==> src/cosine_similarity_engine_unit_macros.svh <==
// Assertion macros used by the cosine similarity engine back end.
`ifndef COSINE_SIMILARITY_ENGINE_UNIT_MACROS_SVH
`define COSINE_SIMILARITY_ENGINE_UNIT_MACROS_SVH

// Same-cycle implication, reset masked.
`define CSIM_ASSERT_IMP(label, ante, cons) \
    label: assert property (@(posedge i_clk) disable iff (!i_rst_n) (ante) |-> (cons)) \
        else $error("csim assertion failed");

// Next-cycle implication, reset masked.
`define CSIM_ASSERT_NXT(label, ante, cons) \
    label: assert property (@(posedge i_clk) disable iff (!i_rst_n) (ante) |=> (cons)) \
        else $error("csim assertion failed");

`endif

==> src/csim_pkg.sv <==
`default_nettype none
package csim_pkg;

    localparam int ElemW = 16;
    localparam int AccW  = 48;
    localparam int WideW = 128;
    localparam int CntW  = 6;
    localparam int QW    = 16;

    typedef struct packed {
        logic signed [15:0] a_elem;
        logic signed [15:0] b_elem;
        logic               last_elem;
    } t_csim_in;

    typedef struct packed {
        logic signed [15:0] cosine;
        logic               undefined;
    } t_csim_out;

    typedef struct packed {
        logic signed [AccW-1:0] dot;
        logic signed [AccW-1:0] sq_a;
        logic signed [AccW-1:0] sq_b;
    } t_csim_sums;

    typedef enum logic [2:0] {
        ST_IDLE,
        ST_MUL,
        ST_CAP,
        ST_TRYA,
        ST_TRYB,
        ST_DONE
    } t_csim_state;

    localparam logic signed [AccW-1:0] AccMax = {1'b0, {(AccW-1){1'b1}}};
    localparam logic signed [AccW-1:0] AccMin = {1'b1, {(AccW-1){1'b0}}};

    function automatic logic signed [AccW-1:0] sat_add(
        input logic signed [AccW-1:0]    acc,
        input logic signed [2*ElemW-1:0] p
    );
        logic signed [AccW:0] s;
        s = {acc[AccW-1], acc} + {{(AccW+1-2*ElemW){p[2*ElemW-1]}}, p};
        if (s[AccW] != s[AccW-1]) begin
            sat_add = s[AccW] ? AccMin : AccMax;
        end else begin
            sat_add = s[AccW-1:0];
        end
    endfunction

endpackage
`default_nettype wire

==> src/csim_front.sv <==
`default_nettype none
module csim_front (
    input  wire logic               i_clk,
    input  wire logic               i_rst_n,
    input  wire logic               i_accept,
    input  csim_pkg::t_csim_in      i_data,
    output logic                    o_push,
    output csim_pkg::t_csim_sums    o_sums
);
    import csim_pkg::*;

    t_csim_sums r_acc, n_acc;
    t_csim_sums sums;
    logic signed [2*ElemW-1:0] p_ab, p_aa, p_bb;

    always_comb begin
        p_ab = i_data.a_elem * i_data.b_elem;
        p_aa = i_data.a_elem * i_data.a_elem;
        p_bb = i_data.b_elem * i_data.b_elem;
        sums.dot  = sat_add(r_acc.dot,  p_ab);
        sums.sq_a = sat_add(r_acc.sq_a, p_aa);
        sums.sq_b = sat_add(r_acc.sq_b, p_bb);
        n_acc = r_acc;
        if (i_accept) begin
            n_acc = i_data.last_elem ? '0 : sums;
        end
    end

    always_ff @(posedge i_clk) begin
        if (!i_rst_n) begin
            r_acc <= '0;
        end else begin
            r_acc <= n_acc;
        end
    end

    assign o_push = i_accept && i_data.last_elem;
    assign o_sums = sums;
endmodule
`default_nettype wire

==> config.mk <==
export PLATFORM = sky130hd
export DESIGN_NAME = csim_front
export DESIGN_NICKNAME = d
export VERILOG_FILES = /design/src/cosine_similarity_engine_unit_macros.svh /design/src/csim_pkg.sv /design/src/csim_front.sv
export SDC_FILE = /design/constraint.sdc
export NUM_CORES = 2
export LEC_CHECK = 0
export BUFFER_PORTS_ARGS = -buffer_cell sky130_fd_sc_hd__buf_2
export CORE_ASPECT_RATIO = 1.75
export CORE_MARGIN = 10
export CORE_UTILIZATION = 45
export CTS_CLUSTER_DIAMETER = 50
export DETAILED_ROUTE_END_ITERATION = 6
export GPL_ROUTABILITY_DRIVEN = 0
export GPL_TIMING_DRIVEN = 0
export PLACE_DENSITY_LB_ADDON = 0.25
export SYNTH_ARGS = -nofsm -noshare
export SYNTH_HDL_FRONTEND = slang
export SYNTH_SLANG_ARGS = --single-unit
==> constraint.sdc <==
create_clock -name i_clk -period 11.1 [get_ports i_clk]
set_input_delay 0.555 -clock i_clk [delete_from_list [all_inputs] [get_ports i_clk]]
set_output_delay 0.555 -clock i_clk [all_outputs]
set_load 0.005 [all_outputs]
* Word level (Yosys, flattened, before mapping)
Cells that the tools add are included. Widths: inputs -> output; s select.
Cells by class: add/subtract/negate cells 3, $mul 3, div/mod/pow operators 0, $lt $le $gt $ge 0, eq/ne operators 3, shift operators 0, muxes and demuxes 7, bitwise logic cells 0, reduce and logical (&&, ||, !) cells 1
Operators with widths (count):
- $mux 48 | 6
- $add 48x32->49 | 3
- $mux 144 | 1
- $mul 16x16->32 | 3
- $ne 1x1->1 | 3
- $logic_and 1x1->1 | 1
Storage, ports and cells: register bits after elaboration 144, bits in latches 0, RAM bits 0, ROM bits 0, input port bits 36, output and inout port bits 145, logic and storage cells 20, memories 0

* Logic depth before layout (Yosys ltp)
word-level depth 5, depth in mapped cells 32, depth with buffers taken out 27

* Worst setup path before layout
OpenSTA, ideal clock, no wires.
path type input -> output, from in i_data[32] (netlist bit), to out o_sums[48] (netlist bit), data arrival time 7.982 ns, data required time 10.545 ns, setup slack 2.563 ns, cell stages on the path 28, path buffers 6, path through clkbuf_1 -> clkbuf_1 -> clkbuf_1 -> nand2_1 -> inv_1 -> fa_1 -> inv_1 -> fa_1 -> fa_1 -> fa_1 -> inv_1 -> fa_1 -> inv_1 -> fa_1 -> inv_1 -> ha_1 -> clkbuf_1 -> a21o_1 -> a31o_2 -> a211o_1 -> a21oi_1 -> o21ai_1 -> a22oi_1 -> nand3_2 -> nor2_2 -> buf_2 -> buf_2 -> nor2_1
RTL lines:
- start, declared | line csim_front.sv:6 | input csim_pkg::t_csim_in i_data,
- end, declared | line csim_front.sv:8 | output csim_pkg::t_csim_sums o_sums

==> metrics.csv <==
stage;metric;value;unit
run_status;outcome;complete, but fails checks;
run_status;failed_checks;DRC, capacitance limit;
cts;clock-sinks;144;
drt;viasPerCell;5.37;
layout;largest_reg_flops;144;
timing;maxSlewViolCount;0;
synth;ys_seq_elements;144;
placed_design;dp_hpwl;127000;um
grt;grt_max_degree;34;
drt;antenna_left;0;
synth;synth.distinct_cells;84;
floorplanning;die_x;263;um
layout;largestRegisters;r_acc: 144 flops;
setup_path;ff2ff_path_depth;17;
grt;grt_pass1_wl;231000;um
hold_path;hold_depth;2;
cts;cts_hold_buf;0;
floorplanning;std_cell_rows;155;
drt;drc;5;
timing;fmax;93.9;MHz
synth;yosysSeqAreaShare;0.0622;
drt;via_count;36124;
cts;clockBufferDepth;2;
hold_path;min_to;r_acc[47]$_SDFFE_PN0P_;
grt;track_usage;0.263;
grt;overflow;0;
drt;first_pass_iters;7;
cts;clock_latency;0.56;ns
setup_path;critPathSlowestCell;fa_1;
layout;finalNonFillerCells;6728;
synth;syn_avg_cell_area;8.95;um2
layout;fin_nets;6881;
floorplanning;start_util;0.454;
synth;synth-main-ff-cell;dfxtp_1;
cts;cts_tree;yes;
run;maxCapViolCount;1;
grt;grt_antenna_before_repair;19;
floorplanning;ios;181;
setup_path;rr_startpoint;r_acc[60]$_SDFFE_PN0P_;
cts;cts_root_buf;clkbuf_16;
timing;finalSetupViolations;0;
synth;syn_area;46400;um2
drt;wl;151000;um
placed_design;dp.cells;6690;
timing;fin_crit_sh;0.959;
setup_path;critPathMaxStageDelay;0.72;ns
timing;rsz0062_at_grt;no;
cts;cts-resized-gates;4;
hold_path;hp-class;in2reg;
timing;hold_viol_final;0;
cts;cts_buffers;17;
setup_path;reg2reg_slack;3.64;ns
synth;async_flop_share;0;
setup_path;crit_type;in2out;
setup_path;cp.arrival;10.09;ns
setup_path;worstPathRequired;10.55;ns
layout;drive_above_1_share;0.0585;
setup_path;critPathMaxFanout;12;
synth;yosysWarningCount;0;
setup_path;startpoint_type;primary input;
hold_path;hp-start;i_rst_n;
cts;clkSlewWorstSetupHoldPaths;0.09;ns
setup_path;cp-end-kind;primary output;
drt;dr.first_iter.drc_count;2084;
floorplanning;die_area;117000;um2
timing;finalCriticalPeriod;10.65;ns
synth;syn_nets;6685;
drt;wire_per_inst;22.4;um
grt;grt_pass1_vias;39717;
floorplanning;die_h;445;um
timing;tightest_slew;1.50;ns
cts;postCtsSetupRepairBufs;0;
timing;skew;0.0227;ns
synth;synthCells;5178;
floorplanning;coreArea;102000;um2
placed_design;port_buffers;173;
timing;slew-limit-headroom;0.00151;
layout;largest_register;r_acc;
layout;syn_to_final_growth;7.22;%
cts;h-tree-depth;4;
setup_path;r2r-end;r_acc[94]$_SDFFE_PN0P_;
synth;synth_edf_count;0;
==> area by class of cell <==
class / count / area, um2
diodes: 9 / 22.5
plain buffers: 209 / 880
clock buffers: 19 / 453
clock inverters: 11 / 204
fillers: 9978 / 52500
inverters: 1348 / 5060
multi-input cells: 3476 / 37600
flip-flops and latches: 144 / 2880
well taps: 1334 / 1670
repair buffers: 178 / 963
==> through the flow <==
| stage | setup WS (ns) | util | hold slack (ns) | setup TNS, ns | instance area [um2] |
|---|---|---|---|---|---|
| 3_3_place_gp | -0.550 | 0.478 | 0.441 | -14.50 | 48900 |
| 4_1_cts | 0.0503 | 0.486 | 0.260 | 0 | 49700 |
| 5_1_grt | 0.0644 | 0.486 | 0.295 | 0 | 49700 |
| 2_1_floorplan | 2.56 | - | 0.431 | 0 | 46400 |
| 6_report | 0.452 | 0.486 | 0.301 | 0 | 49700 |
| 3_5_place_dp | -0.626 | 0.479 | 0.448 | -19.73 | 49000 |
==> per-layer routing <==
metal,global-route usage,share of wire
met2,0.478,0.52
met1,0.268,0.33
met3,0.0512,0.064
met4,0.187,0.083
met5,0,0.00042
==> synth_stat cells (35+ instances only) <==
cell | instances | share of area
inv_1 | 1345 | 0.11
fa_1 | 1035 | 0.45
nand2_1 | 479 | 0.039
ha_1 | 436 | 0.12
nor2_1 | 298 | 0.024
and2_1 | 183 | 0.025
a21oi_1 | 181 | 0.020
clkbuf_1 | 166 | 0.013
dfxtp_1 | 144 | 0.062
o21ai_0 | 117 | 0.013
xnor2_1 | 116 | 0.022
o21ai_1 | 70 | 0.0076
a21o_1 | 67 | 0.011
maj3_1 | 50 | 0.011
xor2_1 | 47 | 0.0089
nand3_1 | 35 | 0.0038
==> placed cells by master, fill, tap and decap left out, types with 10 or more instances in the layout <==
cell type,count
a31oi_1,23
nor2_1,297
nor2b_1,20
a21o_1,67
a31o_2,10
o211ai_1,12
nand4_1,32
xor2_1,47
fa_1,1030
dfxtp_1,144
nor3_1,10
clkbuf_16,17
a211oi_1,13
nand2b_1,23
a221o_1,28
xnor2_1,116
a21oi_1,181
clkbuf_2,12
o21ai_1,70
and2_1,181
clkbuf_1,156
o21a_1,10
o21ai_0,117
and3_1,18
nand2_1,479
o21bai_1,30
ha_1,436
buf_2,198
nand3_1,35
inv_1,1345
maj3_1,50
a22o_1,29
==> worst max path at each step <==
| stage | slack (ns) | from | end | cells past startpoint |
|---|---|---|---|---|
| 2_1_floorplan | 2.56 | i_data[32] | o_sums[48] | 28 |
| 3_3_place_gp | -0.55 | i_data[32] | o_sums[81] | 29 |
| 3_5_place_dp | -0.63 | i_data[32] | o_sums[81] | 29 |
| 4_1_cts | 0.05 | i_data[16] | o_sums[31] | 28 |
| 5_1_grt | 0.06 | i_data[5] | o_sums[112] | 26 |
| 6_report | 0.45 | i_data[32] | o_sums[81] | 29 |
==> cell families after synthesis <==
family | after synthesis | share of synthesized area
buf+inv | 1558 | 0.128
fa+ha+maj | 1521 | 0.575
simple gates | 1131 | 0.110
compound gates | 655 | 0.0913
xor+xnor | 167 | 0.0322
flops | 144 | 0.0622
mux | 2 | 0.000432
==> worst max-delay path: cells and delay by family <==
family / cells / cell delay [ns]
buffers and inverters: 12 / 2.96
AND/OR/NAND/NOR: 4 / 1.28
adder cells (fa/ha/maj): 7 / 3.93
AO/OA/AOI/OAI: 6 / 1.30
Power is left out: the tool's default activity adds up to more than one toggle a clock period on the data nets, which glitch-free logic cannot reach.
