<file path="src/cosine_similarity_engine_unit_macros.svh">
// Assertion macros used by the cosine similarity engine back end.
`ifndef COSINE_SIMILARITY_ENGINE_UNIT_MACROS_SVH
`define COSINE_SIMILARITY_ENGINE_UNIT_MACROS_SVH

// Same-cycle implication, reset masked.
`define CSIM_ASSERT_IMP(label, ante, cons) \
    label: assert property (@(posedge i_clk) disable iff (!i_rst_n) (ante) |-> (cons)) \
        else $error("csim assertion failed");

// Next-cycle implication, reset masked.
`define CSIM_ASSERT_NXT(label, ante, cons) \
    label: assert property (@(posedge i_clk) disable iff (!i_rst_n) (ante) |=> (cons)) \
        else $error("csim assertion failed");

`endif

</file>
<file path="src/csim_pkg.sv">
`default_nettype none
package csim_pkg;

    localparam int ElemW = 16;
    localparam int AccW  = 48;
    localparam int WideW = 128;
    localparam int CntW  = 6;
    localparam int QW    = 16;

    typedef struct packed {
        logic signed [15:0] a_elem;
        logic signed [15:0] b_elem;
        logic               last_elem;
    } t_csim_in;

    typedef struct packed {
        logic signed [15:0] cosine;
        logic               undefined;
    } t_csim_out;

    typedef struct packed {
        logic signed [AccW-1:0] dot;
        logic signed [AccW-1:0] sq_a;
        logic signed [AccW-1:0] sq_b;
    } t_csim_sums;

    typedef enum logic [2:0] {
        ST_IDLE,
        ST_MUL,
        ST_CAP,
        ST_TRYA,
        ST_TRYB,
        ST_DONE
    } t_csim_state;

    localparam logic signed [AccW-1:0] AccMax = {1'b0, {(AccW-1){1'b1}}};
    localparam logic signed [AccW-1:0] AccMin = {1'b1, {(AccW-1){1'b0}}};

    function automatic logic signed [AccW-1:0] sat_add(
        input logic signed [AccW-1:0]    acc,
        input logic signed [2*ElemW-1:0] p
    );
        logic signed [AccW:0] s;
        s = {acc[AccW-1], acc} + {{(AccW+1-2*ElemW){p[2*ElemW-1]}}, p};
        if (s[AccW] != s[AccW-1]) begin
            sat_add = s[AccW] ? AccMin : AccMax;
        end else begin
            sat_add = s[AccW-1:0];
        end
    endfunction

endpackage
`default_nettype wire

</file>
<file path="src/csim_queue.sv">
`default_nettype none
module csim_queue (
    input  wire logic               i_clk,
    input  wire logic               i_rst_n,
    input  wire logic               i_push,
    input  csim_pkg::t_csim_sums    i_sums,
    input  wire logic               i_pop,
    output logic                    o_full,
    output logic                    o_empty,
    output csim_pkg::t_csim_sums    o_sums
);
    import csim_pkg::*;

    t_csim_sums r_mem [2];
    logic       r_wr, r_rd;
    logic [1:0] r_count;

    always_ff @(posedge i_clk) begin
        if (i_push) begin
            r_mem[r_wr] <= i_sums;
        end
    end

    always_ff @(posedge i_clk) begin
        if (!i_rst_n) begin
            r_wr    <= 1'b0;
            r_rd    <= 1'b0;
            r_count <= 2'd0;
        end else begin
            if (i_push) r_wr <= ~r_wr;
            if (i_pop)  r_rd <= ~r_rd;
            r_count <= r_count + {1'b0, i_push} - {1'b0, i_pop};
        end
    end

    assign o_full  = r_count == 2'd2;
    assign o_empty = r_count == 2'd0;
    assign o_sums  = r_mem[r_rd];
endmodule
`default_nettype wire

</file>
<file path="config.mk">
export PLATFORM = sky130hd
export DESIGN_NAME = csim_queue
export DESIGN_NICKNAME = d
export VERILOG_FILES = /design/src/cosine_similarity_engine_unit_macros.svh /design/src/csim_pkg.sv /design/src/csim_queue.sv
export SDC_FILE = /design/constraint.sdc
export NUM_CORES = 1
export LEC_CHECK = 0
export BUFFER_PORTS_ARGS = -buffer_cell sky130_fd_sc_hd__buf_2
export CAP_MARGIN = 20
export CORE_ASPECT_RATIO = 1.5
export CORE_UTILIZATION = 52
export CTS_CLUSTER_DIAMETER = 120
export DETAILED_ROUTE_END_ITERATION = 12
export HOLD_SLACK_MARGIN = 0.08
export PLACE_DENSITY = 0.9
export SLEW_MARGIN = 20
export SYNTH_ARGS = -nofsm -noshare
export SYNTH_HDL_FRONTEND = slang
export SYNTH_SLANG_ARGS = --single-unit
</file>
<file path="constraint.sdc">
create_clock -name i_clk -period 11.2 [get_ports i_clk]
set_input_delay 1.68 -clock i_clk [delete_from_list [all_inputs] [get_ports i_clk]]
set_output_delay 1.68 -clock i_clk [all_outputs]
set_load 0.02 [all_outputs]
</file>
Word-level counts from Yosys, hierarchy flattened
Memories as Yosys holds them, arrays and structs flattened. A register that Yosys moved wholly into a read port is not among the register bits.
Index checks and enable logic that the tools add are counted.
{"block": "op_classes", "addsub": 2, "eq_ne": 1, "n_mux": 4, "n_bitwise": 2, "reduce_logical": 1}
{"op": "$mux W1", "count": 4}
{"op": "$add A2 B1 Y2", "count": 1}
{"op": "$eq A2 B2 Y1 const B", "count": 1}
{"op": "$logic_not A2 Y1", "count": 1}
{"op": "$not A1 Y1", "count": 2}
{"op": "$sub A2 B1 Y2", "count": 1}
{"block": "word_totals", "regBits": 4, "ramBits": 288, "input_bits": 148, "wordCells": 14, "mem_count": 1}
{"memory": "r_mem", "words": 2, "width": 144, "read_ports": 1, "rd_ports_with_merged_regs": 1, "wr": 1, "line_no": "csim_queue.sv:14", "rtl": "t_csim_sums r_mem [2];"}

Longest topological paths before layout
Gate-level depths: netlist of run 1.
{"block": "logic_depth", "ltp_word": 3, "depth_mapped": 6}

Least setup slack after synthesis of run 1
Ideal clock, no wire load.
{"block": "synth_timing", "path_kind": "in2reg", "from": "input port i_push", "to": "memory r_mem[0][0] (netlist name), enable pin", "setup_ns": 0.666, "arrival_time_ns": 7.943, "t_required_ns": 10.534, "slack_ns": 2.591, "path_stages": 1, "n_path_buf": 0, "path_cell_list": "nor2b_1"}
{"block": "synth_between", "elab_chain_cells": 2}
{"item": "start, declared", "line_no": "csim_queue.sv:5", "rtl": "input wire logic i_push,"}
{"item": "$mux W1", "line_no": "csim_queue.sv:19", "rtl": "if (i_push) begin"}
{"item": "$mux W1 (not written as such)", "line_no": "csim_queue.sv:20", "rtl": "r_mem[r_wr] <= i_sums;"}
{"item": "end, declared", "line_no": "csim_queue.sv:14"}
Every way passes these cells.

==> results.yml, run 1 <==
run_status:
  status: "finished, final reports clean"
setup_path:
  crit_path_frequent_cell: "buf_4"
  rr_endpoint: "r_mem[1][120]"
  path_class: "flip-flop to output port"
  path_max_fanout: 75
  cp-end-kind: "output port"
  crit_chain: "buf_4 -> buf_4 -> mux2_2 -> buf_2"
  arrival_ns: 3.40
  r2r_slack_ns: 8.64
  cp-start-kind: "flip-flop"
  max_stage_delay_ns: 0.85
  slowest_stage: "buf_4"
  r2r-start: "r_wr"
  reg2reg_depth: 2
  crit_required_ns: 9.52
floorplanning:
  die_w_um: 120
  std_cell_rows: 64
  dieArea_um2: 21500
  start_util_pct: 53.1
  core_um2: 20400
  die-height_um: 179
  top_level_ports: 294
layout:
  layout-area-overhead-vs-synth_pct: 23.8
  nets: 928
  final_common_cell: "buf_2"
  layout_common_cells: "buf_2, edfxtp_1, mux2_2"
  drive_gt1_share_pct: 61.1
  final_util_pct: 65.8
yosys:
  synthMuxAreaShare_pct: 17.0
  syn-cell-area_um2: 10900
  synthSimpleGateAreaFrac_pct: 0.496
  yosysSeqAreaShare_pct: 80.6
  synth_top_family_by_area: "multiplexers"
  synth_compound_area_share_pct: 0.0692
  avgSynthCellArea_um2: 23.1
  postSynthCellCount: 469
  yosysWarnings: 0
  synth_xor_area_share_pct: 0.288
  syn_nets: 619
  synthAdderAreaFrac_pct: 0.231
  ys_ff_latch: 293
  synth.distinct_cells: 14
timing:
  worst-slew-pin-transition_ns: 1.06
  max_freq_mhz: 197
  max-slew-margin-rel_pct: 29.2
  grt_setup_unrepaired: "false"
  timing.final.crit_share_pct: 45.4
  finalHoldViolCount: 0
  setup_viol: 0
  fin_crit_ns: 5.08
  setup_slack_ns: 6.12
  tns_ns: 0
  drv_slew: 0
  skew_ns: 0.0142
min_path:
  worstHoldPathType: "flip-flop to flip-flop"
  whs_path_depth: 2
  min_from: "r_rd"
place:
  dp_hpwl_mm: 13.4
  gp_congestion: 0.775
  pre_cts_ws_ns: 6.64
  portBuffers: 293
drt:
  routed_wl_mm: 20.1
  vias: 5409
  wire_per_inst_um: 19.0
  post-route-drc-count: 0
  drt_iter0_drc: 316
  viasPerCell: 5.09
  drtAntennaViolNets: 0
  firstDrtPassIters: 4
global_route:
  grt_pass1_vias: 5740
  grt_use_total_pct: 18.3
  antenna_found_initial: 2
  grt_pass1_wl_mm: 29.6
  grt_max_degree: 78
  gr-total-overflow: 0
power:
  seqPwrFrac_pct: 51.9
  vdd_drop_max_v: 0.000160
  p_int_mw: 1.92
  power_switching_share_pct: 22.4
  p_sw_uw: 556
  leakagePower_nw: 5.18
  p_clk_share_pct: 35.9
  combPwrFrac_pct: 12.2
  power_density_nw_per_um2: 185
flow_run:
  maxCapViolations: 0
clock_network:
  clk_pin_slew_ns: 0.06
  clock-sinks: 293
  htree_levels: 1
  postCtsSetupRepairBufs: 0
  clk_latency_ns: 0.51
  cts_made_buffers: 25
  cts_buffer_depth: 3
  hold_buffers: 0
  post_cts_resized: 0
  root_buffer: "clkbuf_16"
  tritoncts: "done"
## synthesized netlist by cell type
cell type	n	area, um^2
o21a_1	1	7.51
xnor3_1	1	22.5
buf_6	8	90.1
and2_1	4	25.0
nor2b_1	4	25.0
edfxtp_1	288	8650
buf_2	8	40.0
inv_1	2	7.51
xor2_1	1	8.76
nor2_1	1	3.75
dfxtp_1	5	100
mux2_4	60	901
mux2_2	84	946
ha_1	2	25.0
## worst max-delay path by stage
stage / start / to / slack [ns] / depth (start not counted)
2_1_floorplan: i_push / r_mem[0][0] / 2.59 / 1
3_3_place_gp: flip-flop / o_sums[20] / 6.66 / 4
3_5_place_dp: flip-flop / o_sums[16] / 6.64 / 4
4_1_cts: flip-flop / o_sums[16] / 6.03 / 4
5_1_grt: flip-flop / o_sums[16] / 5.93 / 4
6_report: flip-flop / o_sums[16] / 6.12 / 4
## layout make-up
class | count | area (um^2)
Antenna cell | 2 | 5.00
Clock buffer | 25 | 626
Clock inverter | 20 | 231
Fill cell | 1378 | 6990
Inverter | 2 | 7.51
Multi-Input combinational cell | 158 | 1970
Sequential cell | 293 | 8750
Tap cell | 264 | 330
Timing Repair Buffer | 298 | 1500
## power by group through the flow
| stage | combinational [mW] | sequential [mW] | clock, mW |
|---|---|---|---|
| after global routing | 0.322 | 1.29 | 0.949 |
| after floorplan | 0.205 | 1.31 | 0 |
| after detailed placement | 0.304 | 1.31 | 0 |
| after global placement | 0.297 | 1.31 | 0 |
| final | 0.302 | 1.29 | 0.890 |
| after CTS | 0.306 | 1.29 | 0.911 |
## per-layer routing
| layer | share of wire, % | GRT usage, % |
|---|---|---|
| met1 | 34 | 18.6 |
| met5 | 0.055 | 0 |
| met4 | 3.3 | 7.60 |
| met2 | 56 | 34.8 |
| met3 | 7.2 | 4.77 |
## worst max-delay path: cells and delay by family, from the launching register on
| kind | cells | cell delay (ns) |
|---|---|---|
| buf+inv | 3 | 1.83 |
| flops | 1 | 0.54 |
| mux | 1 | 0.42 |
## state kept, by name (all words and copies together), names as in the netlist, named ones only
name     count
r_count      2
r_mem      288
r_rd         1
r_wr         1
## stage by stage
stage / hold WS (ns) / cell area, um^2 / std cells / total power, mW
after floorplan: 0.555 / 10900 / 469 / 1.52
after global placement: 0.564 / 12600 / 1015 / 1.60
after detailed placement: 0.575 / 12600 / 1015 / 1.61
after CTS: 0.586 / 13400 / 1060 / 2.50
after global routing: 0.621 / 13400 / 1061 / 2.56
final: 0.576 / 13400 / 1062 / 2.48
## logic make-up after synthesis
kind of cell,after synthesis
flops,293
mux,144
xor+xnor,2
fa+ha+maj,2
buf+inv,18
compound gates,1
simple gates,9
Note: power is estimated with default switching activity, not from simulation.
==> run 2: changes to the inputs <==
--- a/config.mk
+++ b/config.mk
@@ -8,11 +8,11 @@
 export BUFFER_PORTS_ARGS = -buffer_cell sky130_fd_sc_hd__buf_2
 export CAP_MARGIN = 20
 export CORE_ASPECT_RATIO = 1.5
-export CORE_UTILIZATION = 52
+export CORE_UTILIZATION = 47
 export CTS_CLUSTER_DIAMETER = 120
 export DETAILED_ROUTE_END_ITERATION = 12
 export HOLD_SLACK_MARGIN = 0.08
-export PLACE_DENSITY = 0.9
+export PLACE_DENSITY = 0.87
 export SLEW_MARGIN = 20
 export SYNTH_ARGS = -nofsm -noshare
 export SYNTH_HDL_FRONTEND = slang
==> constraint.sdc (replaced) <==
create_clock -name i_clk -period 4.6 [get_ports i_clk]
set_input_delay 0.69 -clock i_clk [delete_from_list [all_inputs] [get_ports i_clk]]
set_output_delay 0.69 -clock i_clk [all_outputs]
set_load 0.02 [all_outputs]
==> run 2 against run 1 <==
Effect of this change:
- clock-buffer cell count grew 9
- non-clock buffer count grew 1
- cell count grew 1.1%
- clock power grew 120%
- global-route usage shrank 1.6 points
- cell area shrank 0.25%
- register-to-register slack lost 5.9 ns
- critical endpoint is now o_sums[1]
- largest power group unchanged
==> results.yml, run 2 (synthesized netlist as in run 1, its figures left out) <==
run_status:
  status: "finished, final reports clean"
power:
  p_int_mw: 4.52
  combPwrFrac_pct: 12.4
  power_density_nw_per_um2: 435
  p_sw_mw: 1.31
  power_switching_share_pct: 22.5
  vdd_drop_max_v: 0.000325
  total_power_mw: 5.83
  leakagePower_nw: 5.14
  p_clk_share_pct: 33.6
  seqPwrFrac_pct: 54.0
clock_network:
  cts_buffer_depth: 3
  postCtsSetupRepairBufs: 0
  tritoncts: "done"
  root_buffer: "clkbuf_16"
  clk_pin_slew_ns: 0.06
  clock-sinks: 293
  cts_made_buffers: 25
  post_cts_resized: 0
  clk_latency_ns: 0.52
  htree_levels: 1
  hold_buffers: 0
global_route:
  grt_pass1_vias: 5777
  grt_pass1_wl_mm: 30.1
  antenna_found_initial: 5
  gr-total-overflow: 0
  grt_max_degree: 146
  grt_use_total_pct: 16.6
floorplanning:
  dieArea_um2: 23700
  top_level_ports: 294
  start_util_pct: 48.3
  core_um2: 22500
  die_w_um: 126
  die-height_um: 188
  std_cell_rows: 67
layout:
  layout_common_cells: "buf_2, edfxtp_1, mux2_2"
  finalNonFillerCells: 1074
  final_common_cell: "buf_2"
  largest-register: "r_mem"
  largest_reg_flops: 288
  layout-area-overhead-vs-synth_pct: 23.5
  drive_gt1_share_pct: 59.8
  nets: 929
  multi_input_area_um2: 1970
  fillers: 1622
  seqCellArea_um2: 8750
  top_regs: "r_mem: 288 flops, r_count: 2 flops"
drt:
  drtAntennaViolNets: 0
  routed_wl_mm: 20.5
  wire_per_inst_um: 19.1
  vias: 5448
  drt_iter0_drc: 297
  viasPerCell: 5.07
  post-route-drc-count: 0
  firstDrtPassIters: 4
setup_path:
  max_stage_delay_ns: 0.92
  cp-start-kind: "flip-flop"
  crit_chain: "buf_12 -> mux2_2 -> buf_2"
  path_max_fanout: 57
  arrival_ns: 2.37
  cp-end-kind: "output port"
  path_class: "flip-flop to output port"
  slowest_stage: "dfxtp_4"
  path_buf_inv: 2
  crit_required_ns: 3.91
  cpLargestDelayFamily: "flip-flops"
min_path:
  worstHoldPathType: "input pin to flip-flop"
place:
  dp_hpwl_mm: 13.5
  portBuffers: 293
  gp_congestion: 0.785
  dp_cells: 1028
flow_run:
  maxCapViolations: 0
timing:
  grt_setup_unrepaired: "false"
  finalHoldViolCount: 0
  skew_ns: 0.00475
  max-slew-margin-rel_pct: 39.4
  tns_ns: 0
  timing.final.crit_share_pct: 66.4
  setup_viol: 0
  fin_crit_ns: 3.06
  max_freq_mhz: 327
  worst-slew-pin-transition_ns: 0.909
  drv_slew: 0
-- run 2: cell count changes in the layout (fill, tap and decap cells not counted), moves of 3 or more --
cell / delta
bufinv_16: -3
buf_12: +4
diode_2: +3
clkinv_2: -7
clkinvlp_4: -3
clkbuf_1: +9
buf_4: -3
-- run 2: final cells by class --
cell class                      instances  share of cell area, %
Sequential cell                       293                   65.3
Tap cell                              276                   2.58
Clock buffer                           34                   4.92
Multi-Input combinational cell        158                   14.7
Clock inverter                          7                  0.626
Antenna cell                            5                 0.0934
Inverter                                2                 0.0560
Timing Repair Buffer                  299                   11.7
-- run 2: per-layer routing --
layer	part of all wire (%)	track usage, %
met1	34	16.5
met2	56	31.7
met3	7.1	4.05
met4	3.5	8.02
met5	0	0
-- run 2: stage by stage --
step	utilization, %	setup WS [ns]	cell area (um^2)	hold WS (ns)
floorplan	-	0.118	10900	0.555
global placement	56.3	2.07	12600	0.556
detailed placement	56.3	2.06	12600	0.572
CTS	59.6	1.50	13400	0.334
global route	59.6	1.42	13400	0.333
finish	59.6	1.54	13400	0.357
-- run 2: power by group through the flow --
stage | Combinational (mW) | Sequential [mW] | Clock (mW)
finish | 0.723 | 3.15 | 1.96
floorplan | 0.500 | 3.18 | 0
global placement | 0.708 | 3.20 | 0
global route | 0.765 | 3.16 | 2.10
detailed placement | 0.727 | 3.21 | 0
CTS | 0.731 | 3.15 | 2.01
-- run 2: path summary, 6_finish.rpt --
path                            startpoint       endpoint  slack, ns  depth (start not counted)
worst min-delay path            i_sums[69]   r_mem[0][69]       0.36                          1
worst max register to register        r_wr  r_mem[1][134]       2.74                          2
worst min register to register        r_rd      flip-flop       0.58                          2
worst max-delay path             flip-flop      o_sums[1]       1.54                          3
