==> config.mk <==
export PLATFORM = sky130hd
export DESIGN_NAME = csim_back
export DESIGN_NICKNAME = d
export VERILOG_FILES = /design/src/csim_pkg.sv /design/src/csim_back.sv
export VERILOG_INCLUDE_DIRS = /design/src /design/src/src
export SDC_FILE = /design/constraint.sdc
export NUM_CORES = 2
export LEC_CHECK = 0
export BUFFER_PORTS_ARGS = -buffer_cell sky130_fd_sc_hd__buf_2
export CAP_MARGIN = 20
export CORE_MARGIN = 4
export CORE_UTILIZATION = 54
export DETAILED_ROUTE_END_ITERATION = 10
export PLACE_DENSITY = 0.73
export SLEW_MARGIN = 5
export SYNTH_ARGS = -nofsm -noshare
export SYNTH_HDL_FRONTEND = slang
export SYNTH_SLANG_ARGS = --single-unit
==> constraint.sdc <==
create_clock -name i_clk -period 15.3 [get_ports i_clk]
set_input_delay 2.295 -clock i_clk [delete_from_list [all_inputs] [get_ports i_clk]]
set_output_delay 2.295 -clock i_clk [all_outputs]
set_load 0.05 [all_outputs]
==> src/cosine_similarity_engine_unit_macros.svh <==
// Assertion macros used by the cosine similarity engine back end.
`ifndef COSINE_SIMILARITY_ENGINE_UNIT_MACROS_SVH
`define COSINE_SIMILARITY_ENGINE_UNIT_MACROS_SVH

// Same-cycle implication, reset masked.
`define CSIM_ASSERT_IMP(label, ante, cons) \
    label: assert property (@(posedge i_clk) disable iff (!i_rst_n) (ante) |-> (cons)) \
        else $error("csim assertion failed");

// Next-cycle implication, reset masked.
`define CSIM_ASSERT_NXT(label, ante, cons) \
    label: assert property (@(posedge i_clk) disable iff (!i_rst_n) (ante) |=> (cons)) \
        else $error("csim assertion failed");

`endif

==> src/csim_pkg.sv <==
`default_nettype none
package csim_pkg;

    localparam int ElemW = 16;
    localparam int AccW  = 48;
    localparam int WideW = 128;
    localparam int CntW  = 6;
    localparam int QW    = 16;

    typedef struct packed {
        logic signed [15:0] a_elem;
        logic signed [15:0] b_elem;
        logic               last_elem;
    } t_csim_in;

    typedef struct packed {
        logic signed [15:0] cosine;
        logic               undefined;
    } t_csim_out;

    typedef struct packed {
        logic signed [AccW-1:0] dot;
        logic signed [AccW-1:0] sq_a;
        logic signed [AccW-1:0] sq_b;
    } t_csim_sums;

    typedef enum logic [2:0] {
        ST_IDLE,
        ST_MUL,
        ST_CAP,
        ST_TRYA,
        ST_TRYB,
        ST_DONE
    } t_csim_state;

    localparam logic signed [AccW-1:0] AccMax = {1'b0, {(AccW-1){1'b1}}};
    localparam logic signed [AccW-1:0] AccMin = {1'b1, {(AccW-1){1'b0}}};

    function automatic logic signed [AccW-1:0] sat_add(
        input logic signed [AccW-1:0]    acc,
        input logic signed [2*ElemW-1:0] p
    );
        logic signed [AccW:0] s;
        s = {acc[AccW-1], acc} + {{(AccW+1-2*ElemW){p[2*ElemW-1]}}, p};
        if (s[AccW] != s[AccW-1]) begin
            sat_add = s[AccW] ? AccMin : AccMax;
        end else begin
            sat_add = s[AccW-1:0];
        end
    endfunction

endpackage
`default_nettype wire

==> src/csim_back.sv <==
`default_nettype none
`include "cosine_similarity_engine_unit_macros.svh"
module csim_back (
    input  wire logic               i_clk,
    input  wire logic               i_rst_n,
    input  wire logic               i_q_empty,
    input  csim_pkg::t_csim_sums    i_sums,
    output logic                    o_q_pop,
    input  wire logic               i_pop,
    output logic                    o_empty,
    output csim_pkg::t_csim_out     o_data
);
    import csim_pkg::*;

    t_csim_state r_state, n_state;
    logic [WideW-1:0] r_mc_p, r_mc_d, r_acc_p, r_acc_d, r_s, r_qp, r_t;
    logic [AccW-1:0]  r_ml_p, r_ml_d;
    logic [CntW-1:0]  r_cnt;
    logic [3:0]       r_k;
    logic [QW-1:0]    r_q;
    logic             r_neg, r_undef;
    logic             r_out_valid;
    t_csim_out        r_out;

    logic [WideW-1:0] rhs, cand, cap_lhs;
    logic [AccW-1:0]  dot_mag;
    logic             out_free;
    logic signed [QW-1:0] res;

    // unsigned magnitude; the most negative sum gives 2^47
    assign dot_mag  = i_sums.dot[AccW-1] ? -i_sums.dot : i_sums.dot;
    assign rhs      = r_acc_d << 30;
    assign cand     = r_s + r_t;
    assign cap_lhs  = r_acc_p << 30;
    assign out_free = !r_out_valid || i_pop;

    always_comb begin
        if (r_undef) begin
            res = '0;
        end else if (r_neg) begin
            res = -r_q;
        end else begin
            res = r_q[QW-1] ? 16'sh7FFF : r_q;
        end
    end

    always_comb begin
        n_state = r_state;
        o_q_pop = 1'b0;
        case (r_state)
            ST_IDLE: begin
                if (!i_q_empty) begin
                    o_q_pop = 1'b1;
                    n_state = ST_MUL;
                end
            end
            ST_MUL:  if (r_undef || r_cnt == CntW'(AccW - 1)) n_state = r_undef ? ST_DONE : ST_CAP;
            ST_CAP:  n_state = (cap_lhs <= rhs) ? ST_DONE : ST_TRYA;
            ST_TRYA: n_state = ST_TRYB;
            ST_TRYB: n_state = (r_k == 4'd0) ? ST_DONE : ST_TRYA;
            ST_DONE: if (out_free) n_state = ST_IDLE;
            default: n_state = ST_IDLE;
        endcase
    end

    always_ff @(posedge i_clk) begin
        if (!i_rst_n) begin
            r_state <= ST_IDLE;
        end else begin
            r_state <= n_state;
        end
    end

    // datapath
    always_ff @(posedge i_clk) begin
        case (r_state)
            ST_IDLE: begin
                r_neg   <= i_sums.dot[AccW-1];
                r_undef <= (i_sums.sq_a == '0) || (i_sums.sq_b == '0);
                r_mc_p  <= WideW'(i_sums.sq_a);
                r_ml_p  <= i_sums.sq_b;
                r_mc_d  <= WideW'(dot_mag);
                r_ml_d  <= dot_mag;
                r_acc_p <= '0;
                r_acc_d <= '0;
                r_cnt   <= '0;
                r_q     <= '0;
            end
            ST_MUL: begin
                if (r_ml_p[0]) r_acc_p <= r_acc_p + r_mc_p;
                if (r_ml_d[0]) r_acc_d <= r_acc_d + r_mc_d;
                r_mc_p <= r_mc_p << 1;
                r_mc_d <= r_mc_d << 1;
                r_ml_p <= r_ml_p >> 1;
                r_ml_d <= r_ml_d >> 1;
                r_cnt  <= r_cnt + 1'b1;
            end
            ST_CAP: begin
                r_q  <= (cap_lhs <= rhs) ? 16'h8000 : 16'h0000;
                r_s  <= '0;
                r_qp <= '0;
                r_k  <= 4'd14;
            end
            ST_TRYA: begin
                r_t <= (r_qp << (r_k + 4'd1)) + (r_acc_p << {r_k, 1'b0});
            end
            ST_TRYB: begin
                if (cand <= rhs) begin
                    r_s      <= cand;
                    r_qp     <= r_qp + (r_acc_p << r_k);
                    r_q[r_k] <= 1'b1;
                end
                if (r_k != 4'd0) r_k <= r_k - 4'd1;
            end
            default: ;
        endcase
    end

    always_ff @(posedge i_clk) begin
        if (!i_rst_n) begin
            r_out_valid <= 1'b0;
        end else if (r_state == ST_DONE && out_free) begin
            r_out_valid <= 1'b1;
        end else if (i_pop) begin
            r_out_valid <= 1'b0;
        end
    end

    always_ff @(posedge i_clk) begin
        if (r_state == ST_DONE && out_free) begin
            r_out.cosine    <= res;
            r_out.undefined <= r_undef;
        end
    end

    assign o_empty = !r_out_valid;
    assign o_data  = r_out;

    `CSIM_ASSERT_IMP(a_undef_zero, r_out_valid && r_out.undefined, r_out.cosine == 16'sd0)
    `CSIM_ASSERT_NXT(a_mul_exit, r_state == ST_MUL && !r_undef,
        r_state == ST_MUL || r_state == ST_CAP)
    `CSIM_ASSERT_IMP(a_try_bit_free, r_state == ST_TRYB, r_q[r_k] == 1'b0)
endmodule
`default_nettype wire
Word-level counts from Yosys, hierarchy flattened
Index checks and enable logic that the tools add are counted. Widths: inputs -> output; s select.

Register bits after elaboration: 1041. Output and inout port bits: 19. Logic and storage cells: 104.

$add $sub $neg: 10. Shift operators: 3. Bitwise logic cells: 1. Reduce and logical (&&, ||, !) cells: 21. Equality and inequality tests: 13. Multiplexer cells: 34. $lt $le $gt $ge: 4.

Operators with widths (count): $pmux 128 s2 (6); $add 128x128->128 (5); $mux 128 (4); $le 128x128->1 (2); $shl 128x4->128 (2); $pmux 48 s2 (2); $shl 128x5->128 (1); $logic_not 48->1 (2); $mux 16 (3); $mux 48 (1); $neg 48->48 (1); $pmux 16 s3 (1); $mux 3 (6); $pmux 3 s6 (1); $neg 16->16 (1); $or 16x16->16 (1); $mux 15 (1); $ne 2x2->1 const B (7); $pmux 6 s2 (1); $reduce_and 2->1 (5); $pmux 4 s2 (1); $add 6x1->6 const B (1); $eq 3x2->1 const B (2); $eq 3x3->1 const B (2); other kinds (18) (27).

Depth between registers and ports, before layout
Depth in word-level cells: 7. Depth in mapped cells: 29. Depth with buffers taken out: 28.

Least setup slack after synthesis
No wires, ideal clock.

Path type: register to register. Start point: reg r_state[2]. End point: reg r_cnt[0] (enable). Cell stages (with the launch flop): 4. Setup slack: 0.031 ns. Data required time: 14.274 ns. Period minus slack after synthesis: 15.269 ns. Arrival time: 14.243 ns. Library setup time: 1.026 ns. Path through: dfxtp_1 clkbuf_1 clkbuf_1 nor2_1.

Longest elaborated chain between the ends: 2. Elaborated cells between the ends (all ways): 3. Classes of those cells: eq/ne (1); reduce/logical (2).

RTL lines: start: declaration (line csim_back.sv:15) `t_csim_state r_state, n_state;`; start signal: assignment (line csim_back.sv:70) `r_state <= n_state;`; $eq 3x1->1 or $logic_not 3->1 (tied branches) (line csim_back.sv:76) `case (r_state)`; $reduce_bool 2->1 (no line) *; end signal: assignment (line csim_back.sv:96) `r_cnt <= r_cnt + 1'b1;`; end: declaration (line csim_back.sv:18) `logic [CntW-1:0] r_cnt;`.

Mark *: on every way between the ends. The rest lies on a longest branch, timed or not. A chain may end at the register's enable or synchronous reset.

Worst setup path after layout
Start point: reg r_s[1]. End point: reg r_qp[94] (enable).

Longest elaborated chain between the ends: 4.

RTL lines: start: declaration (line csim_back.sv:16) `logic [WideW-1:0] r_mc_p, r_mc_d, r_acc_p, r_acc_d, r_s, r_qp, r_t;`; start signal: assignment (line csim_back.sv:109) `r_s <= cand;`; $add 128x128->128 (line csim_back.sv:33) `assign cand = r_s + r_t;`; net cand[127] (line csim_back.sv:25) `logic [WideW-1:0] rhs, cand, cap_lhs;`; $le 128x128->1 (line csim_back.sv:108) `if (cand <= rhs) begin`; $ne 2x2->1 (no line); $reduce_and 2->1 (no line); end signal: assignment (line csim_back.sv:110) `r_qp <= r_qp + (r_acc_p << r_k);`; end: declaration (line csim_back.sv:16).

The timed path passes the listed nets, and every way through them passes these cells.

==> results.md <==
- The initial antenna violation count is 25.
- The library cell used most frequently in the layout, excluding fill and tap cells, is nand2_1.
- For the worst setup path, the data required time is around 16 ns.
- For this run, the number of Yosys warnings is 0.
- In this run the remaining antenna-violating nets after routing total 0.
- Buffers added to address setup during post-CTS repair amount to 0.
- The clock period minus worst slack is 9.72 ns.
- Registers are responsible for about a fifth of the overall power.
- The number of hold-repair buffers added at the cts stage is 0.
- The mean post-synth cell area is 8.68 um^2.
- The number of CTS-inserted buffers is ~120.
- The proportion of total power due to net switching is 52.1%.
- Synthesis handed over a netlist of 11000 instances.
- The first global-routing pass estimated approximately 500000 um of wire.
- In the layout the commonest cells are 1179 x nand2_1, 977 x edfxtp_1, 965 x a21oi_1, 907 x nor2_1, 807 x ha_1.
- Of the cells placed in the final design, the portion with a size suffix greater than 1 is 5.87%.
- Setup repair after global routing left no endpoint under its margin.
- The final instance area is ~100000 um^2.
- The clock edge transition at the registers on the reported setup and hold paths is 0.06 ns.
- Per report_power, the clock group accounts for 10.7% of the total.
- The worst setup path is captured at a flop.
- The setup total negative slack is 0 ns.
- The pre-antenna-repair detailed-routing pass consisted of 9 iterations.
- The buffer depth of the longest clock path is 3.
- The final period utilization is around 64%.
- The count of unique library cells instantiated by Yosys is roughly 90.
- The CTS tree is built.
- The H-tree level count is 3.
- The total congestion overflow after global routing is 0.
- The floorplan step set the die height to 429 um.
- Entering global routing, the biggest net connects 226 pins.
- The port buffer count is roughly 170.
- After detailed placement, the total cell area comes to 97800 um^2.
- The die extent in x is 429 um.
- Grouping stages by cell kind, the critical path spends the most delay in compound AO/OA/AOI/OAI gates.
- The internal portion of the total power is 12.6 mW.
- The type of element launching the critical path is a flop.
- The post-synthesis async set-or-reset flop share is 0%.
- The die area is approximately 180000 um^2.
- Compared with the post-synthesis result, the final layout area differs by 6.24%.
- In this design, the stage delay of the slowest critical-path cell is 0.66 ns.
- between 150 and 200 I/O pins were placed.
- The maximum clock rate is 103 MHz.
- The area of the mapped netlist is approximately 96000 um^2.
- The core region is approximately 180000 um^2.
- The HPWL reported at the end of detailed placement is 263000 um.
- The number of standard-cell rows in the floorplan is between 150 and 200.
- The total of endpoints with negative setup slack in the final report is 0.
- The sum of routed wire length over all layers is between 300000 and 400000 um.
- Combinational logic is responsible for 68.2% of the overall power.
- In the routed layout, each cell is associated on average with a via count of 6.62.
- On the final layout, the worst clock skew is 0.0572 ns.
- The class of the most critical hold timing path is flop to flop.
- The worst slew slack as a fraction of its limit is 14.0%.
- The via count is between 80000 and 90000.
- The number of hold violations in the final report is 0.
- For this design the static power due to leakage is 45.0 nW.
- The starting DRC count in detailed routing is 11000.
- The insertion delay to the later sink of the worst-skew pair is 0.82 ns.
- The cell that appears most often on the critical path is nand4_1.
- The run finished with clean final reports.
- Yosys mapped a number of flops with a built-in enable equal to 977.
- The largest fanout on the critical path is 126.
- The critical path in this run is classified as flop to flop.
- The number of gates given a new drive strength after cts is 0.
- The global placer's final weighted congestion is ~1.1.
- Of the synthesized area, sequential elements account for 30.7%.
- The count of final max-slew check failures is 0.
- The tree built by TritonCTS fans out to slightly below 1000 sinks.
- The number of buffer and inverter stages on the critical path is 1.
- The net count after synthesis is 12000.
- Dividing total power by cell area gives a power density of between 200 and 300 nW/um^2.
- For this run, the number of standard cells in the final layout without fillers is 13200.
- The final net count is 11700.
- The tool flagged a number of max-cap violations equal to 0.
- Fill cells in the final layout number between 15000 and 20000.
- The data arrival time of the worst path is 10.12 ns.
- The cell count after placement is 13000.
- Among all stages on the critical path, the largest delay is contributed by a31oi_1.
- The tree is rooted in a clkbuf_16.
- At the pin with the least slew margin, the transition time is 1.28 ns.
- The initial cell density of the core is 54.4%.
- Dividing the detail-routed wire length by the instance count gives 24.9 um.
- The number of DRC violations after detailed routing is 0.
- Among all flip-flop cells after synthesis, the most frequent one is edfxtp_1.
- The number of register bits inferred by synthesis is slightly below 1000.
- Across every metal layer, demand over resource in global routing totals about a third.
- The number of global-route vias before repair came to 81300.
- The switching power is about 14 mW.
- The worst vdd rail ir drop is 0.165 mV.
[synthesized netlist by cell type, types with 12 or more instances]
cell type	count	area, um^2
xor2_1	244	2140
nor3b_1	14	105
clkbuf_1	555	2080
mux2_2	22	248
a31oi_1	179	1120
xnor2_1	348	3050
mux4_2	127	2860
a211oi_1	83	623
a221oi_1	39	342
ha_1	808	10100
nand2_1	1181	4430
nor2_1	908	3410
o31ai_1	61	458
o41ai_1	21	184
o221ai_1	12	105
or2_2	38	238
a221o_1	15	150
a211o_1	14	123
nor4_1	78	488
o31a_1	21	184
o21a_1	173	1300
and4_1	23	201
a21oi_1	965	4830
a311oi_1	17	149
a21boi_0	49	368
o22ai_1	19	119
a21o_1	561	4210
o21ai_0	766	3830
and3_1	153	957
inv_1	315	1180
nor3_1	168	841
or3_1	60	375
nand4_1	301	1880
and2_1	200	1250
buf_1	72	270
nand3_1	119	596
edfxtp_1	977	29300
o21bai_1	175	1310
o211ai_1	50	375
a41oi_1	15	131
nor2b_1	86	538
mux2i_1	656	6570
nand2b_1	197	1230
[worst paths after layout]
kind / depth (start not counted) / startpoint / slack [ns] / endpoint
max: 27 / r_s[1] / 5.58 / r_qp[94]
max reg2reg: 27 / r_s[1] / 5.58 / r_qp[94]
min: 2 / r_ml_p[47] / 0.51 / r_ml_p[46]
min reg2reg: 2 / r_ml_p[47] / 0.51 / r_ml_p[46]
[registers in the layout, indices dropped and copies added (netlist names), 4 cells and up]
name     flops
r_qp       128
r_acc_p    128
r_mc_p     128
r_ml_p      48
r_mc_d      98
r_k          4
r_q         16
r_ml_d      48
o_data      17
r_s        128
r_acc_d     98
r_cnt        6
r_t        128
[per-layer routing]
layer	global-route usage (%)	wire, um	part of all wire [%]
met1	51.0	148000	45
met2	48.2	133000	40
met5	0	69	0.021
met3	9.37	39000	12
met4	7.56	8160	2.5
[kinds of logic after synthesis]
family,share of synthesized area [%]
adders and majority gates,10.7
DFF,30.7
xor gates and xnor gates,5.42
AOI/OAI and AO/OA,21.7
muxes,10.1
and+or+nand+nor,17.6
buffers and inverters,3.72
[area by class of cell]
type                       instances  area, um^2  share of cell area [%]
timing repair buffer             228        1420                    1.40
multi-input combinational       9098       62900                    61.8
tap                             2340        2930                    2.88
clock buffer                     131        2940                    2.89
clock inverter                    77         907                   0.892
inverter                         317        1190                    1.17
sequential                       981       29400                    28.9
antenna                            5        12.5                  0.0123
[metrics by stage]
stage | hold WS (ns) | util [%] | setup WS (ns) | power (mW)
floorplan | 0.449 | - | 0.0311 | 18.0
global placement | 0.489 | 55.5 | 5.90 | 22.7
detailed placement | 0.494 | 55.5 | 5.76 | 22.9
CTS | 0.505 | 57.7 | 5.72 | 25.8
global route | 0.519 | 57.7 | 5.08 | 28.1
finish | 0.505 | 57.7 | 5.58 | 26.4
[tightest hold or removal path, stage by stage, from the launching register on]
cell and delay, ns:
edfxtp_1 0.32, nand2_1 0.04, nand2_1 0.04
[power by group through the flow]
stage / Clock [mW] / Combinational, mW / Sequential, mW
2_1_floorplan: 0 / 12.7 / 5.36
3_3_place_gp: 0 / 17.2 / 5.51
3_5_place_dp: 0 / 17.3 / 5.55
4_1_cts: 2.88 / 17.4 / 5.50
5_1_grt: 2.99 / 19.5 / 5.62
6_report: 2.84 / 18.0 / 5.55
Note: power is estimated with default switching activity, not from simulation.
